File: config.mk
export PLATFORM = sky130hd
export DESIGN_NAME = sorted_set_table_unit
export DESIGN_NICKNAME = d
export VERILOG_FILES = /design/src/rtl/sst_pkg.sv /design/src/rtl/sorted_set_table_unit.sv
export VERILOG_INCLUDE_DIRS = /design/src /design/src/rtl
export SDC_FILE = /design/constraint.sdc
export NUM_CORES = 1
export LEC_CHECK = 0
export ABC_CLOCK_PERIOD_IN_PS = 5700
export BUFFER_PORTS_ARGS = -buffer_cell sky130_fd_sc_hd__clkbuf_2
export CORE_ASPECT_RATIO = 0.5
export CORE_UTILIZATION = 55
export CTS_CLUSTER_SIZE = 16
export DETAILED_ROUTE_END_ITERATION = 16
export GPL_ROUTABILITY_DRIVEN = 0
export PLACE_DENSITY_LB_ADDON = 0.15
export SYNTH_ARGS = -nofsm -noshare
export SYNTH_HDL_FRONTEND = slang
export SYNTH_SLANG_ARGS = --single-unit
File: constraint.sdc
create_clock -name clk -period 5.7 [get_ports clk]
set_input_delay 0.285 -clock clk [delete_from_list [all_inputs] [get_ports clk]]
set_output_delay 0.285 -clock clk [all_outputs]
set_load 0.02 [all_outputs]
File: src/rtl/assert_macros.svh
// Assertion helpers, clocked on clk and disabled during rst.
`ifndef ASSERT_MACROS_SVH
`define ASSERT_MACROS_SVH

// Property must hold at every edge outside reset.
`define ASSERT_CLK(lbl, prop, msg) \
  lbl: assert property (@(posedge clk) disable iff (rst) (prop)) else $error(msg);

// Expression must never be true outside reset.
`define ASSERT_NEVER(lbl, expr, msg) \
  `ASSERT_CLK(lbl, !(expr), msg)

`endif

File: src/rtl/sst_pkg.sv
package sst_pkg;

  localparam logic [1:0] OP_INSERT = 2'd0;
  localparam logic [1:0] OP_DELETE = 2'd1;
  localparam logic [1:0] OP_DUMP   = 2'd2;

  typedef enum logic [2:0] {
    ST_INSERTED  = 3'd0,
    ST_DUPLICATE = 3'd1,
    ST_DELETED   = 3'd2,
    ST_NOTFOUND  = 3'd3,
    ST_FULL      = 3'd4,
    ST_ENTRY     = 3'd5,
    ST_EMPTY     = 3'd6
  } status_t;

  typedef enum logic [1:0] {
    S_IDLE,
    S_SCAN,
    S_DUMP,
    S_FINISH
  } state_t;

endpackage

File: src/rtl/sorted_set_table_unit.sv
// Insert/delete: one memory read per entry walked, then one result; insert exits early
// on a duplicate or on a larger entry when full, delete exits early on a larger entry.
// Dump: one entry per cycle while rsp is not stalled; an empty table gives one result.
// One item in flight at a time.
// Reset clears count and control state; the entry memory is not cleared.
`include "assert_macros.svh"

module sorted_set_table_unit
  import sst_pkg::*;
#(
  parameter int CAPACITY = 32
) (
  input  logic               clk,
  input  logic               rst,
  input  logic               req_valid,
  output logic               req_stall,
  input  logic [1:0]         op,
  input  logic signed [31:0] value,
  output logic               rsp_valid,
  input  logic               rsp_stall,
  output logic signed [31:0] value_out,
  output logic [2:0]         status,
  output logic               last
);

  localparam int AW = (CAPACITY > 1) ? $clog2(CAPACITY) : 1;
  localparam int CW = $clog2(CAPACITY + 1);

  // entry store, one synchronous read port and one write port
  logic signed [31:0] mem [CAPACITY];
  logic signed [31:0] mem_rdata;
  logic               mem_we;
  logic [AW-1:0]      mem_waddr;
  logic signed [31:0] mem_wdata;
  logic               rd_en;
  logic [AW-1:0]      rd_addr;

  state_t             state, state_next;
  logic [CW-1:0]      count, count_next;
  logic [CW-1:0]      idx, idx_next, idx_inc;
  logic [1:0]         op_r, op_next;
  logic signed [31:0] val_r, val_next;
  logic signed [31:0] carry, carry_next;
  logic               placed, placed_next;
  status_t            res_status, res_next;
  logic               rsp_valid_next;

  logic               req_fire;
  logic               rsp_free;
  logic               scan_done;
  logic               dump_last;
  logic               full;
  logic               rsp_load;
  logic signed [31:0] rsp_value;
  status_t            rsp_status;
  logic               rsp_last;

  assign req_stall = (state != S_IDLE);
  assign req_fire  = req_valid && !req_stall;
  assign rsp_free  = !rsp_valid || !rsp_stall;
  assign idx_inc   = idx + CW'(1);
  assign dump_last = (idx_inc == count);
  assign full      = (count == CW'(CAPACITY));

  // datapath control
  always_comb begin
    mem_we      = 1'b0;
    mem_waddr   = idx[AW-1:0];
    mem_wdata   = val_r;
    rd_en       = 1'b0;
    rd_addr     = idx_inc[AW-1:0];
    idx_next    = idx;
    carry_next  = carry;
    placed_next = placed;
    count_next  = count;
    res_next    = res_status;
    op_next     = op_r;
    val_next    = val_r;
    scan_done   = 1'b0;
    rsp_load    = 1'b0;
    rsp_value   = val_r;
    rsp_status  = res_status;
    rsp_last    = 1'b1;
    unique case (state)
      S_IDLE: begin
        if (req_fire) begin
          op_next     = op;
          val_next    = (op == OP_DUMP) ? 32'sd0 : value;
          idx_next    = '0;
          placed_next = 1'b0;
          rd_en       = 1'b1;
          rd_addr     = '0;
          res_next    = ST_EMPTY;
        end
      end
      S_SCAN: begin
        if (op_r == OP_INSERT) begin
          // placed: v is written, later entries ripple up by one slot
          if (idx == count) begin
            scan_done = 1'b1;
            if (placed) begin
              mem_we     = 1'b1;
              mem_wdata  = carry;
              count_next = count + CW'(1);
              res_next   = ST_INSERTED;
            end else if (full) begin
              res_next = ST_FULL;
            end else begin
              mem_we     = 1'b1;
              count_next = count + CW'(1);
              res_next   = ST_INSERTED;
            end
          end else if (placed) begin
            mem_we     = 1'b1;
            mem_wdata  = carry;
            carry_next = mem_rdata;
          end else if (mem_rdata == val_r) begin
            scan_done = 1'b1;
            res_next  = ST_DUPLICATE;
          end else if (mem_rdata > val_r) begin
            if (full) begin
              scan_done = 1'b1;
              res_next  = ST_FULL;
            end else begin
              mem_we      = 1'b1;
              carry_next  = mem_rdata;
              placed_next = 1'b1;
            end
          end
        end else begin
          // placed: match found, later entries move down by one slot
          if (idx == count) begin
            scan_done = 1'b1;
            if (placed) begin
              count_next = count - CW'(1);
              res_next   = ST_DELETED;
            end else begin
              res_next = ST_NOTFOUND;
            end
          end else if (placed) begin
            mem_we    = 1'b1;
            mem_waddr = AW'(idx - CW'(1));
            mem_wdata = mem_rdata;
          end else if (mem_rdata == val_r) begin
            placed_next = 1'b1;
          end else if (mem_rdata > val_r) begin
            scan_done = 1'b1;
            res_next  = ST_NOTFOUND;
          end
        end
        if (!scan_done) begin
          rd_en    = 1'b1;
          idx_next = idx_inc;
        end
      end
      S_DUMP: begin
        if (rsp_free) begin
          rsp_load   = 1'b1;
          rsp_value  = mem_rdata;
          rsp_status = ST_ENTRY;
          rsp_last   = dump_last;
          rd_en      = 1'b1;
          idx_next   = idx_inc;
        end
      end
      S_FINISH: begin
        if (rsp_free) begin
          rsp_load = 1'b1;
        end
      end
      default: begin
      end
    endcase
    rsp_valid_next = rsp_load || (rsp_valid && rsp_stall);
  end

  // next state
  always_comb begin
    state_next = state;
    unique case (state)
      S_IDLE: begin
        if (req_fire) begin
          priority if (op == OP_INSERT || op == OP_DELETE) begin
            state_next = S_SCAN;
          end else if (op == OP_DUMP) begin
            state_next = (count == '0) ? S_FINISH : S_DUMP;
          end else begin
            state_next = S_IDLE;
          end
        end
      end
      S_SCAN: begin
        if (scan_done) begin
          state_next = S_FINISH;
        end
      end
      S_DUMP: begin
        if (rsp_free && dump_last) begin
          state_next = S_IDLE;
        end
      end
      S_FINISH: begin
        if (rsp_free) begin
          state_next = S_IDLE;
        end
      end
      default: begin
        state_next = S_IDLE;
      end
    endcase
  end

  always_ff @(posedge clk) begin
    if (rst) begin
      state     <= S_IDLE;
      count     <= '0;
      rsp_valid <= 1'b0;
    end else begin
      state     <= state_next;
      count     <= count_next;
      rsp_valid <= rsp_valid_next;
    end
  end

  always_ff @(posedge clk) begin
    idx        <= idx_next;
    op_r       <= op_next;
    val_r      <= val_next;
    carry      <= carry_next;
    placed     <= placed_next;
    res_status <= res_next;
    if (rsp_load) begin
      value_out <= rsp_value;
      status    <= rsp_status;
      last      <= rsp_last;
    end
  end

  // writes and reads never hit the same entry in one cycle: the walk writes behind
  // the read pointer, and a new item reads only after the previous one finished
  always_ff @(posedge clk) begin
    if (mem_we) begin
      mem[mem_waddr] <= mem_wdata;
    end
    if (rd_en) begin
      mem_rdata <= mem[rd_addr];
    end
  end

  `ASSERT_CLK(a_count_bound, count <= CW'(CAPACITY), "count above capacity")
  `ASSERT_CLK(a_we_in_scan, mem_we |-> (state == S_SCAN), "memory write outside scan")
  `ASSERT_CLK(a_count_step, (count != $past(count)) |-> $past(scan_done), "stray count update")
  `ASSERT_NEVER(a_load_busy, rsp_load && rsp_valid && rsp_stall, "result overwritten while stalled")

endmodule
======== Yosys cells after proc, flatten, opt, wreduce, memory -nomap -nowiden ========
Memories as Yosys holds them, arrays and structs flattened. A register that Yosys moved wholly into a read port is not among the register bits.
Index checks and enable logic that the tools add are counted.
operators by class
  add/subtract/negate cells ............... 4
  magnitude comparators ................... 1
  equal/unequal tests ..................... 23
  multiplexer cells ....................... 88
  bitwise logic cells ..................... 1
  reductions and logical operators ........ 27
operator list
  kind                                                                count
  32-bit two-way mux                                                  11
  6-bit two-way mux                                                   9
  3-bit two-way mux                                                   15
  1-bit two-way mux                                                   36
  32-bit == test                                                      1
  32-bit greater-than comparator                                      1
  5-bit two-way mux                                                   6
  2-bit inequality test, second input constant                        9
  6-bit one-hot mux with 3 select lines                               1
  6-bit by 1-bit adder with 6-bit output, second input constant       2
  6-bit == test                                                       2
  2-bit two-way mux                                                   6
  4-bit inequality test, second input constant                        3
  4-bit AND reduction                                                 3
  2-bit one-hot mux with 4 select lines                               1
  2-bit nonzero test                                                  4
  7-bit AND reduction                                                 1
  2-bit == test, second input constant                                3
  6-bit == test, second input constant                                1
  2-bit logical NOT                                                   3
  6-bit logical NOT                                                   1
  3-bit one-hot mux with 2 select lines                               1
  6-bit AND reduction                                                 1
  6-bit by 1-bit subtractor with 6-bit output, second input constant  1
  14 further kinds                                                    22
word-level totals
  register bits after elaboration ......... 121
  RAM bits ................................ 1024
  output and inout bits ................... 38
  word-level logic and storage cells ...... 157
  memories ................................ 1
memory list
  name  words  width  read ports  clocked after Yosys merged registers in  wr ports  line                         source
  mem   32     32     1           1                                        1         sorted_set_table_unit.sv:30  logic signed [31:0] mem [CAPACITY];

======== Longest topological paths before layout ========
Gate-level depths: netlist of the first run.
  depth after elaboration ................. 11
  depth in mapped cells ................... 13
  gate-level depth less buffers ........... 10

======== Least setup slack after synthesis of the first run ========
OpenSTA, ideal clock, no wires.
  path kind ............................... register to register
  from .................................... register mem_rdata[14] (read register of mem)
  to ...................................... register carry[0] (enable)
  arrival ................................. 4.223 ns
  required time ........................... 5.230 ns
  path slack .............................. 1.007 ns
  stages on the path, launching flop included .. 9
  path buffers ............................ 0
  period minus slack after synthesis ...... 4.693 ns
  path through ............................ edfxtp_1 > ha_1 > nand4_1 > or2_2 > a211o_1 > a21oi_1 > or3_1 > nand4_1 > a211oi_1
between the ends
  word-level cells in the longest chain between the ends .. 3
  elaborated cells on any way between the ends .. 5
  classes of those cells .................. order compare: 1; eq/ne: 2; reduce/logical: 2
RTL lines
  element                                                                line                                                        source
  start: declaration                                                     sorted_set_table_unit.sv:31                                 logic signed [31:0] mem_rdata;
  32-bit greater-than comparator or 32-bit == test (tied branches)       sorted_set_table_unit.sv:120, sorted_set_table_unit.sv:117
  2-bit nonzero test (no line) or 2-bit inequality test (tied branches)  --
  6-bit AND reduction (no line) *                                        --
  end signal: assignment                                                 sorted_set_table_unit.sv:229                                carry <= carry_next;
  end: declaration                                                       sorted_set_table_unit.sv:43                                 logic signed [31:0] carry, carry_next;
Every way passes the cells marked *; elsewhere a longest branch is shown, timed or not.
A chain may end at the register's enable or synchronous reset.

======== Final worst setup path of the first run ========
  from .................................... register mem_rdata[10] (read register of mem)
  to ...................................... memory mem[27][13] (enable)
between the ends
  word-level cells in the longest chain between the ends .. 9
  elaborated cells on any way between the ends .. 10
  classes of those cells .................. order compare: 1; eq/ne: 1; mux: 8
RTL lines
  element                                    line                          source
  32-bit greater-than comparator             sorted_set_table_unit.sv:120  end else if (mem_rdata > val_r) begin
  1-bit two-way mux                          sorted_set_table_unit.sv:120
  1-bit two-way mux *                        sorted_set_table_unit.sv:117  end else if (mem_rdata == val_r) begin
  1-bit two-way mux *                        sorted_set_table_unit.sv:113  end else if (placed) begin
  1-bit two-way mux *                        sorted_set_table_unit.sv:99   if (idx == count) begin
  1-bit two-way mux *                        sorted_set_table_unit.sv:97   if (op_r == OP_INSERT) begin
  1-bit two-way mux *                        sorted_set_table_unit.sv:84   unique case (state)
  1-bit two-way mux *                        sorted_set_table_unit.sv:242  if (mem_we) begin
  1-bit two-way mux (not written as such) *  sorted_set_table_unit.sv:243  mem[mem_waddr] <= mem_wdata;
  end: declaration                           sorted_set_table_unit.sv:30
Marked as above.

==> results of run 1 <==
state kept, by name, indices dropped and copies added (netlist names), 2 cells and up:
name	count
res_status	3
value_out	32
mem_rdata	32
val_r	32
mem	1024
status	3
carry	32
op_r	2
idx	6
count	6
state	2
per-stage QoR:
step / hold WS (ps) / utilization
floorplan: 384 / -
global placement: 489 / 0.586
detailed placement: 495 / 0.586
CTS: 71.3 / 0.629
global route: 155 / 0.629
finish: 103 / 0.629
cell usage after synthesis, drive strengths merged, types with 2 or more instances:
library cell  count  area, um2
a22oi            34        255
o221ai          128       1120
o22ai             3       18.8
or3             134        838
buf              30        160
ha               43        538
clkbuf          139        522
nand2            59        226
mux4            192       4320
edfxtp         1168      35100
a21oi            37        185
and2             39        244
and3              2       12.5
xnor2             5       43.8
o21bai            2       15.0
o21ai           334       1670
a211oi            3       22.5
nand4            10       62.6
nand3             7       35.0
nor3              9       45.0
or2               4       25.0
dfxtp             9        180
o31a              2       17.5
a21o              3       22.5
o211ai            5       37.5
mux2             32        360
a32oi             3       26.3
inv              49        184
nor4              4       25.0
nor2b             6       37.5
nor2             58        223
xor2             14        123
mux2i             3       30.0
nand2b            4       25.0
critical path, delay by kind of cell, from the launching register on:
| family | cells | cell delay, ps |
|---|---|---|
| buffers and inverters | 2 | 630 |
| AOI/OAI and AO/OA | 4 | 1110 |
| DFF | 1 | 450 |
| adders and majority gates | 1 | 350 |
| and+or+nand+nor | 4 | 1670 |
path summary, 6_finish.rpt:
kind / endpoint / slack (ps)
worst min-delay path: state[1] / 100
worst max register to register: mem[27][13] / 1190
worst max-delay path: mem[27][13] / 1190
worst min register to register: carry[8] / 510
routing by layer:
layer | wire [um] | vias to the layer above
met5 | 12 | -
met4 | 2640 | 2
met3 | 10600 | 166
met2 | 53700 | 1271
met1 | 51700 | 13500
li1 | - | 10851
where the power goes:
group	total (mW)	switching [mW]	leakage (nW)	internal (mW)
registers	11.3	0.272	10.7	11.1
logic	9.31	5.90	4.51	3.42
clock network	6.98	3.13	1.61	3.84
area by class of cell:
class	count	area, um2
Tap cell	1116	1400
Sequential cell	1177	35300
Clock buffer	113	2570
Clock inverter	68	698
Timing Repair Buffer	200	1530
Multi-Input combinational cell	1193	11200
Inverter	49	196
Fill cell	5793	31200
Antenna cell	1	2.50
cells by family after synthesis:
| logic type | count (synthesis) |
|---|---|
| flops | 1177 |
| buf+inv | 218 |
| simple gates | 339 |
| mux | 227 |
| xor+xnor | 20 |
| compound gates | 563 |
| fa+ha+maj | 44 |
==> qor.csv, run 1 <==
stage,metric,value,unit
synthesis,proportion of synthesized flip-flops having asynchronous set or reset,0,
floorplanning,Placeable Area,84100,um2
worst_setup_path,element type at the critical path start,flop,
synthesis,area share of xor/xnor cells in the synthesized design,0.00403,
synthesis,number of synthesized flops with an enable pin,1168,
power_and_ir_drop,static leakage,16.8,nW
worst_setup_path,cell chain of the critical path,ha_1 > nand4_1 > or2_2 > a211o_1 > a21oi_1 > or3_1 > a41o_1 > a32oi_1 > buf_4 > nor2_4 > buf_4,
sta,Clock Skew,17.3,ps
worst_setup_path,CP Max Fanout,24,
sta,post-layout min period,4510,ps
sta,Final Setup Violations,0,
worst_setup_path,required time of the critical path,6090,ps
synthesis,dominant register cell in the synthesized netlist,sky130_fd_sc_hd__edfxtp_1,
synthesis,Gate Count Post-Synth,2588,
clocking,TritonCTS clock tree,done,
clocking,number of gates resized after CTS,0,
place,Detailed Place HPWL,65.5,mm
sta,Final Max Slew Viols,0,
synthesis,synthesized netlist net count,2670,
synthesis,Ys Warns,0,
worst_setup_path,Worst setup startpoint,mem_rdata[10],
global_routing,GRT Util Overall,0.277,
drt,Antenna Nets Post-Route,0,
synthesis,mean instance size in the synthesized netlist,18.1,um2
final_layout,P&R area growth vs syn,12.8,%
final_layout,fraction of layout instances using a drive strength above 1,0.223,
synthesis,"share of synthesized cell area in full adder, half adder and majority cells",0.0119,
hold_path,launch instance of the worst min-delay path,req_valid,
hold_path,worst hold path class,in2reg,
worst_setup_path,start-to-end type of the worst setup path,reg2reg,
synthesis,"post-synthesis share of cell area spent on and, or, nand and nor gates",0.0390,
sta,unrepaired setup endpoints after global routing,false,
floorplanning,starting utilization of the core area,0.558,
floorplanning,floorplan die height,208,um
clocking,worst-case clock buffer depth,3,
clocking,worst-skew pair later-pin latency,700,ps
outcome,run status,"finished, final reports clean",
place,total of buffers placed on input and output ports,75,
final_layout,"most common cell after layout, fill and taps aside",sky130_fd_sc_hd__edfxtp_1,
global_routing,M1 GR Usage,0.431,
clocking,CTS Root Cell,sky130_fd_sc_hd__clkbuf_16,
synthesis,netlist area before placement,46900,um2
drt,DRC violations left,0,
drt,final wirelength,119,mm
worst_setup_path,crit-path most repeated cell,sky130_fd_sc_hd__buf_4,
synthesis,largest family of logic cells by synthesized area,multiplexers,
place,instance area after placement,49200,um2
power_and_ir_drop,total power after layout,27.6,mW
worst_setup_path,Critical R2R Launch,mem_rdata[10],
run,count of maximum capacitance violations,0,
worst_setup_path,cells on worst reg2reg path,11,
final_layout,"commonest cells after routing, fill and taps aside","sky130_fd_sc_hd__edfxtp_1, sky130_fd_sc_hd__o21ai_0, sky130_fd_sc_hd__mux4_2",
floorplanning,Die Footprint,86500,um2
place,total instance count after detailed placement,3698,
synthesis,compound-gate portion of the synthesized area,0.0741,
clocking,number of H-tree levels,3,
sta,achievable frequency,222,MHz
synthesis,number of distinct library cells after synthesis,54,
global_routing,met3 track utilization from global routing,0.0472,
clocking,clock-pin slew of the registers on the worst-case setup and hold paths,70,ps
clocking,number of sinks on the clock net,1177,
final_layout,final-stage net count,2802,
drt,Iteration-0 DRC Markers,3498,
final_layout,area of all placed cells without fillers,52900,um2
worst_setup_path,Critical Path AT,4900,ps
hold_path,WHS Path Cells,4,
drt,routed wire length per instance,30.3,um
floorplanning,DIE WIDTH,415,um
place,minimum setup slack after placement,1310,ps
drt,via count of the routed design,25790,
synthesis,sequential area share after synthesis,0.752,
worst_setup_path,largest stage delay on the critical path,900,ps
sta,worst slew pin tran,1340,ps
sta,count of final hold-check violations,0,
global_routing,most congested layer reported by global routing,met1,
clocking,number of buffers inserted to repair setup after CTS,0,
synthesis,mux contribution to synthesized area,0.101,
worst_setup_path,cell with the largest stage delay on the worst path,sky130_fd_sc_hd__nor2_4,
final_layout,final standard cell count with taps included and fillers excluded,3917,
global_routing,vias in the first global route,24941,
clocking,Inserted Clock Buffers,99,
clocking,"Hold-fix buffers, CTS",37,
power_and_ir_drop,power per cell area,522,nW/um2
sta,Worst slew margin,0.104,
sta,least setup slack across all paths after layout,1190,ps
drt,Initial DRT Pass Iterations,5,
global_routing,met2 Usage GRT,0.413,
sta,Final period util,0.792,
drt,detail-routed via count per cell,6.58,
floorplanning,number of ports placed on the die boundary,76,
worst_setup_path,crit path capture type,flop,
synthesis,Synth Register Bits,1177,
global_routing,wire length of the first global-routing pass,174,mm
power_and_ir_drop,VDD IR max,0.000435,V
global_routing,number of antenna violations at the first check in global routing,4,
floorplanning,row count,75,
global_routing,pin count of the biggest net entering global routing,139,
sta,TNS Setup,0,ps
global_routing,GRT overflow,0,
(Power assumes the default switching activity.)
==> run 2: changes to the inputs <==
Settings changed: ABC_AREA from default to 1, ABC_CLOCK_PERIOD_IN_PS 5700 to 3740.
Clock period 5.7 ns to 3.74 ns, I/O delays scaled along.
==> run 2 against run 1 <==
  * Combinational power rose by 130%
  * Via count rose by 23%
  * Register-to-register slack got worse by 1100 ps
  * Final cell count rose by 29%
  * Clock power rose by 56%
  * Clock skew rose by 15 ps
  * Hold slack improved by 56 ps
  * Die area rose by 2.9%
  * Critical endpoint is now mem[20][23]
==> qor.csv, run 2 <==
stage,metric,value,unit,change
outcome,run status,"finished, final reports clean",,unchanged
synthesis,netlist area before placement,48200,um2,was 46900 um2
final_layout,"most common cell after layout, fill and taps aside",sky130_fd_sc_hd__edfxtp_1,,unchanged
floorplanning,starting utilization of the core area,0.558,,about the same
global_routing,GRT overflow,0,,unchanged
drt,detail-routed via count per cell,6.27,,was 6.58
final_layout,"commonest cells after routing, fill and taps aside","sky130_fd_sc_hd__edfxtp_1, sky130_fd_sc_hd__nor2_1, sky130_fd_sc_hd__o21ai_0",,"was sky130_fd_sc_hd__edfxtp_1, sky130_fd_sc_hd__o21ai_0, sky130_fd_sc_hd__mux4_2"
worst_setup_path,cell chain of the critical path,ha_1 > nand2_1 > nor2_1 > nand4_1 > nor2_1 > nand2_1 > nand4_1 > nand2_1 > nor2_2 > nand2_1 > nand2_1 > nand2_1 > nand3_4 > nand3_4 > nor2_4,,was ha_1 > nand4_1 > or2_2 > a211o_1 > a21oi_1 > or3_1 > a41o_1 > a32oi_1 > buf_4 > nor2_4 > buf_4
global_routing,most congested layer reported by global routing,met1,,unchanged
synthesis,most used standard cell by instance count after synthesis,sky130_fd_sc_hd__edfxtp_1,,unchanged
place,minimum setup slack after placement,-129,ps,was 1310 ps
global_routing,wire length of the first global-routing pass,193,mm,was 174 mm
worst_setup_path,start-to-end type of the worst setup path,reg2reg,,unchanged
place,Detailed Place HPWL,79.0,mm,was 65.5 mm
sta,achievable frequency,276,MHz,was 222 MHz
final_layout,fill cell total of the finished layout,6190,,was 5793
final_layout,fraction of layout instances using a drive strength above 1,0.150,,was 0.223
worst_setup_path,crit path capture type,flop,,unchanged
global_routing,met3 track utilization from global routing,0.101,,was 0.0472
hold_path,Hold Crit Endpoint,placed,,was state[1]
floorplanning,number of ports placed on the die boundary,76,,unchanged
power_and_ir_drop,power per cell area,900,nW/um2,was 522 nW/um2
worst_setup_path,CP Max Fanout,32,,was 24
sta,post-layout min period,3630,ps,was 4510 ps
final_layout,final-stage net count,3901,,was 2802
sta,Final Max Slew Viols,0,,unchanged
global_routing,vias in the first global route,29895,,was 24941
clocking,TritonCTS clock tree,done,,unchanged
worst_setup_path,Critical Path AT,3950,ps,was 4900 ps
synthesis,number of synthesized flops with an enable pin,1168,,unchanged
final_layout,antenna diode instance count,0,,was 1
synthesis,proportion of synthesized flip-flops having asynchronous set or reset,0,,unchanged
final_layout,area of all placed cells without fillers,55800,um2,was 52900 um2
synthesis,synthesized netlist net count,3685,,was 2670
worst_setup_path,crit-path most repeated cell,sky130_fd_sc_hd__nand2_1,,was sky130_fd_sc_hd__buf_4
worst_setup_path,required time of the critical path,4060,ps,was 6090 ps
clocking,clock-pin slew of the registers on the worst-case setup and hold paths,70,ps,about the same
power_and_ir_drop,static leakage,18.6,nW,was 16.8 nW
worst_setup_path,largest stage delay on the critical path,850,ps,was 900 ps
clocking,Inserted Clock Buffers,101,,was 99
clocking,number of H-tree levels,3,,unchanged
synthesis,Gate Count Post-Synth,3603,,was 2588
sta,Final Setup Violations,0,,unchanged
global_routing,M1 GR Usage,0.449,,was 0.431
final_layout,P&R area growth vs syn,15.8,%,was 12.8%
worst_setup_path,reg2reg end,mem[20][23],,was mem[27][13]
floorplanning,floorplan die height,211,um,was 208 um
sta,Clock Skew,32.5,ps,was 17.3 ps
drt,via count of the routed design,31801,,was 25790
synthesis,Commonest cells post-synth,"sky130_fd_sc_hd__edfxtp_1, sky130_fd_sc_hd__nor2_1, sky130_fd_sc_hd__o21ai_0",,"was sky130_fd_sc_hd__edfxtp_1, sky130_fd_sc_hd__o21ai_0, sky130_fd_sc_hd__mux4_2"
sta,worst slew pin tran,1080,ps,was 1340 ps
floorplanning,Die Footprint,89000,um2,was 86500 um2
worst_setup_path,cell with the largest stage delay on the worst path,sky130_fd_sc_hd__nor2_4,,unchanged
clocking,CTS Root Cell,sky130_fd_sc_hd__clkbuf_16,,unchanged
hold_path,launch instance of the worst min-delay path,req_valid,,unchanged
final_layout,number of flip-flops under the largest register name,1024,,unchanged
power_and_ir_drop,VDD IR max,0.000510,V,was 0.000435 V
hold_path,worst hold path class,in2reg,,unchanged
worst_setup_path,element type at the critical path start,flop,,unchanged
hold_path,WHS Path Cells,5,,was 4
sta,Worst slew margin,0.276,,was 0.104
synthesis,number of distinct library cells after synthesis,50,,was 54
place,instance area after placement,51700,um2,was 49200 um2
drt,Initial DRT Pass Iterations,6,,was 5
drt,DRC violations left,0,,unchanged
sta,TNS Setup,0,ps,unchanged
global_routing,pin count of the biggest net entering global routing,119,,was 139
global_routing,number of antenna violations at the first check in global routing,3,,was 4
clocking,number of sinks on the clock net,1177,,unchanged
global_routing,GRT Util Overall,0.295,,was 0.277
drt,Iteration-0 DRC Markers,4142,,was 3498
drt,Antenna Nets Post-Route,0,,unchanged
synthesis,largest cells by area after synthesis,"sky130_fd_sc_hd__edfxtp_1, sky130_fd_sc_hd__nor2_1, sky130_fd_sc_hd__o21ai_0",,"was sky130_fd_sc_hd__edfxtp_1, sky130_fd_sc_hd__mux4_2, sky130_fd_sc_hd__o21ai_0"
final_layout,register with the highest flop count,mem,,unchanged
synthesis,dominant register cell in the synthesized netlist,sky130_fd_sc_hd__edfxtp_1,,unchanged
synthesis,Yosys top cell by area,sky130_fd_sc_hd__edfxtp_1,,unchanged
floorplanning,DIE WIDTH,421,um,was 415 um
floorplanning,Placeable Area,86400,um2,was 84100 um2
power_and_ir_drop,total power after layout,50.3,mW,was 27.6 mW
sta,count of final hold-check violations,0,,unchanged
synthesis,Ys Warns,0,,unchanged
place,total of buffers placed on input and output ports,75,,unchanged
worst_setup_path,cells on worst reg2reg path,15,,was 11
run,count of maximum capacitance violations,0,,unchanged
synthesis,top cell type's share of synthesized area,0.727,,was 0.748
clocking,worst-case clock buffer depth,3,,unchanged
drt,routed wire length per instance,26.0,um,was 30.3 um
sta,unrepaired setup endpoints after global routing,true,,was false
floorplanning,row count,76,,was 75
drt,final wirelength,132,mm,was 119 mm
worst_setup_path,flop-to-flop setup slack,110,ps,was 1190 ps
synthesis,mean instance size in the synthesized netlist,13.4,um2,was 18.1 um2
worst_setup_path,Critical R2R Launch,mem_rdata[19],,was mem_rdata[10]
synthesis,sequential area share after synthesis,0.731,,was 0.752
sta,least setup slack across all paths after layout,111,ps,was 1190 ps
synthesis,Synth Register Bits,1177,,unchanged
global_routing,met2 Usage GRT,0.407,,was 0.413
clocking,worst-skew pair later-pin latency,710,ps,was 700 ps
sta,Final period util,0.970,,was 0.792
final_layout,Final Core Density,0.646,,was 0.629
## run 2: changes by cell type after synthesis, sizes merged, moves of 34 or more
cell / previous run / this run
and2: 39 / 1
o211ai: 5 / 151
o311ai: 0 / 128
buf: 30 / 81
nand3: 7 / 52
a22oi: 34 / 0
nor2: 58 / 798
o21bai: 2 / 130
or3: 134 / 0
o32ai: 0 / 128
mux4: 192 / 0
o221ai: 128 / 11
nand2: 59 / 153
inv: 49 / 122
## run 2: worst max path at each step
stage / start / endpoint / slack (ps)
after floorplan: mem_rdata[31] / mem[0][0] / -80
final: mem_rdata[19] / mem[20][23] / 110
after global routing: val_r[27] / mem[20][5] / -200
after detailed placement: val_r[31] / mem[20][21] / -130
after CTS: val_r[31] / mem[20][6] / 40
after global placement: mem_rdata[31] / mem[20][16] / -20
## run 2: report_power, final
group / internal [mW] / leakage, nW / switching, mW / total [mW]
Clock: 6.06 / 1.64 / 4.84 / 10.9
Sequential: 17.5 / 10.7 / 0.361 / 17.9
Combinational: 6.35 / 6.25 / 15.1 / 21.5
## run 2: area by class of cell
type,count,area [um2],share of cell area
Multi-Input combinational cell,2057,12000,0.214
Timing Repair Buffer,357,3270,0.0586
Timing Repair inverter,1,11.3,0.000202
Clock inverter,70,732,0.0131
Inverter,124,495,0.00887
Clock buffer,116,2650,0.0474
Tap cell,1170,1460,0.0262
Sequential cell,1177,35300,0.631
## run 2: routing by layer
metal / up-vias / wire (um)
met5: - / 0
met4: 0 / 2380
li1: 14031 / -
met1: 15907 / 56800
met3: 162 / 16900
met2: 1701 / 55600
## run 2: logic make-up after synthesis
group / after synthesis / synth area share
DFF: 1177 / 0.731
xor gates and xnor gates: 20 / 0.00410
and+or+nand+nor: 1023 / 0.0842
adders and majority gates: 44 / 0.0116
buffers and inverters: 372 / 0.0322
AOI/OAI and AO/OA: 967 / 0.137
## run 2: critical path: cells and delay by family (launching register included)
kind	cells	cell delay [ps]
flops	1	430
simple gates	14	2470
fa+ha+maj	1	330
## run 2: what timing repair did
| item | 4_1_cts | 5_1_grt |
|---|---|---|
| resized for setup | 6 | 38 |
| setup endpoints to repair | 170 | 152 |
| hold endpoints to repair | 43 | 0 |
| pin swaps | 4 | 2 |
| hold buffers | 36 | 0 |
| cloned | 3 | 5 |
| buffers inserted | 2 | 5 |
## run 2: per-stage QoR
stage / std cells / hold slack, ps
final: 5072 / 159
after global routing: 5072 / 151
after detailed placement: 4835 / 421
after floorplan: 3603 / 256
after global placement: 4835 / 415
after CTS: 5062 / 95.8
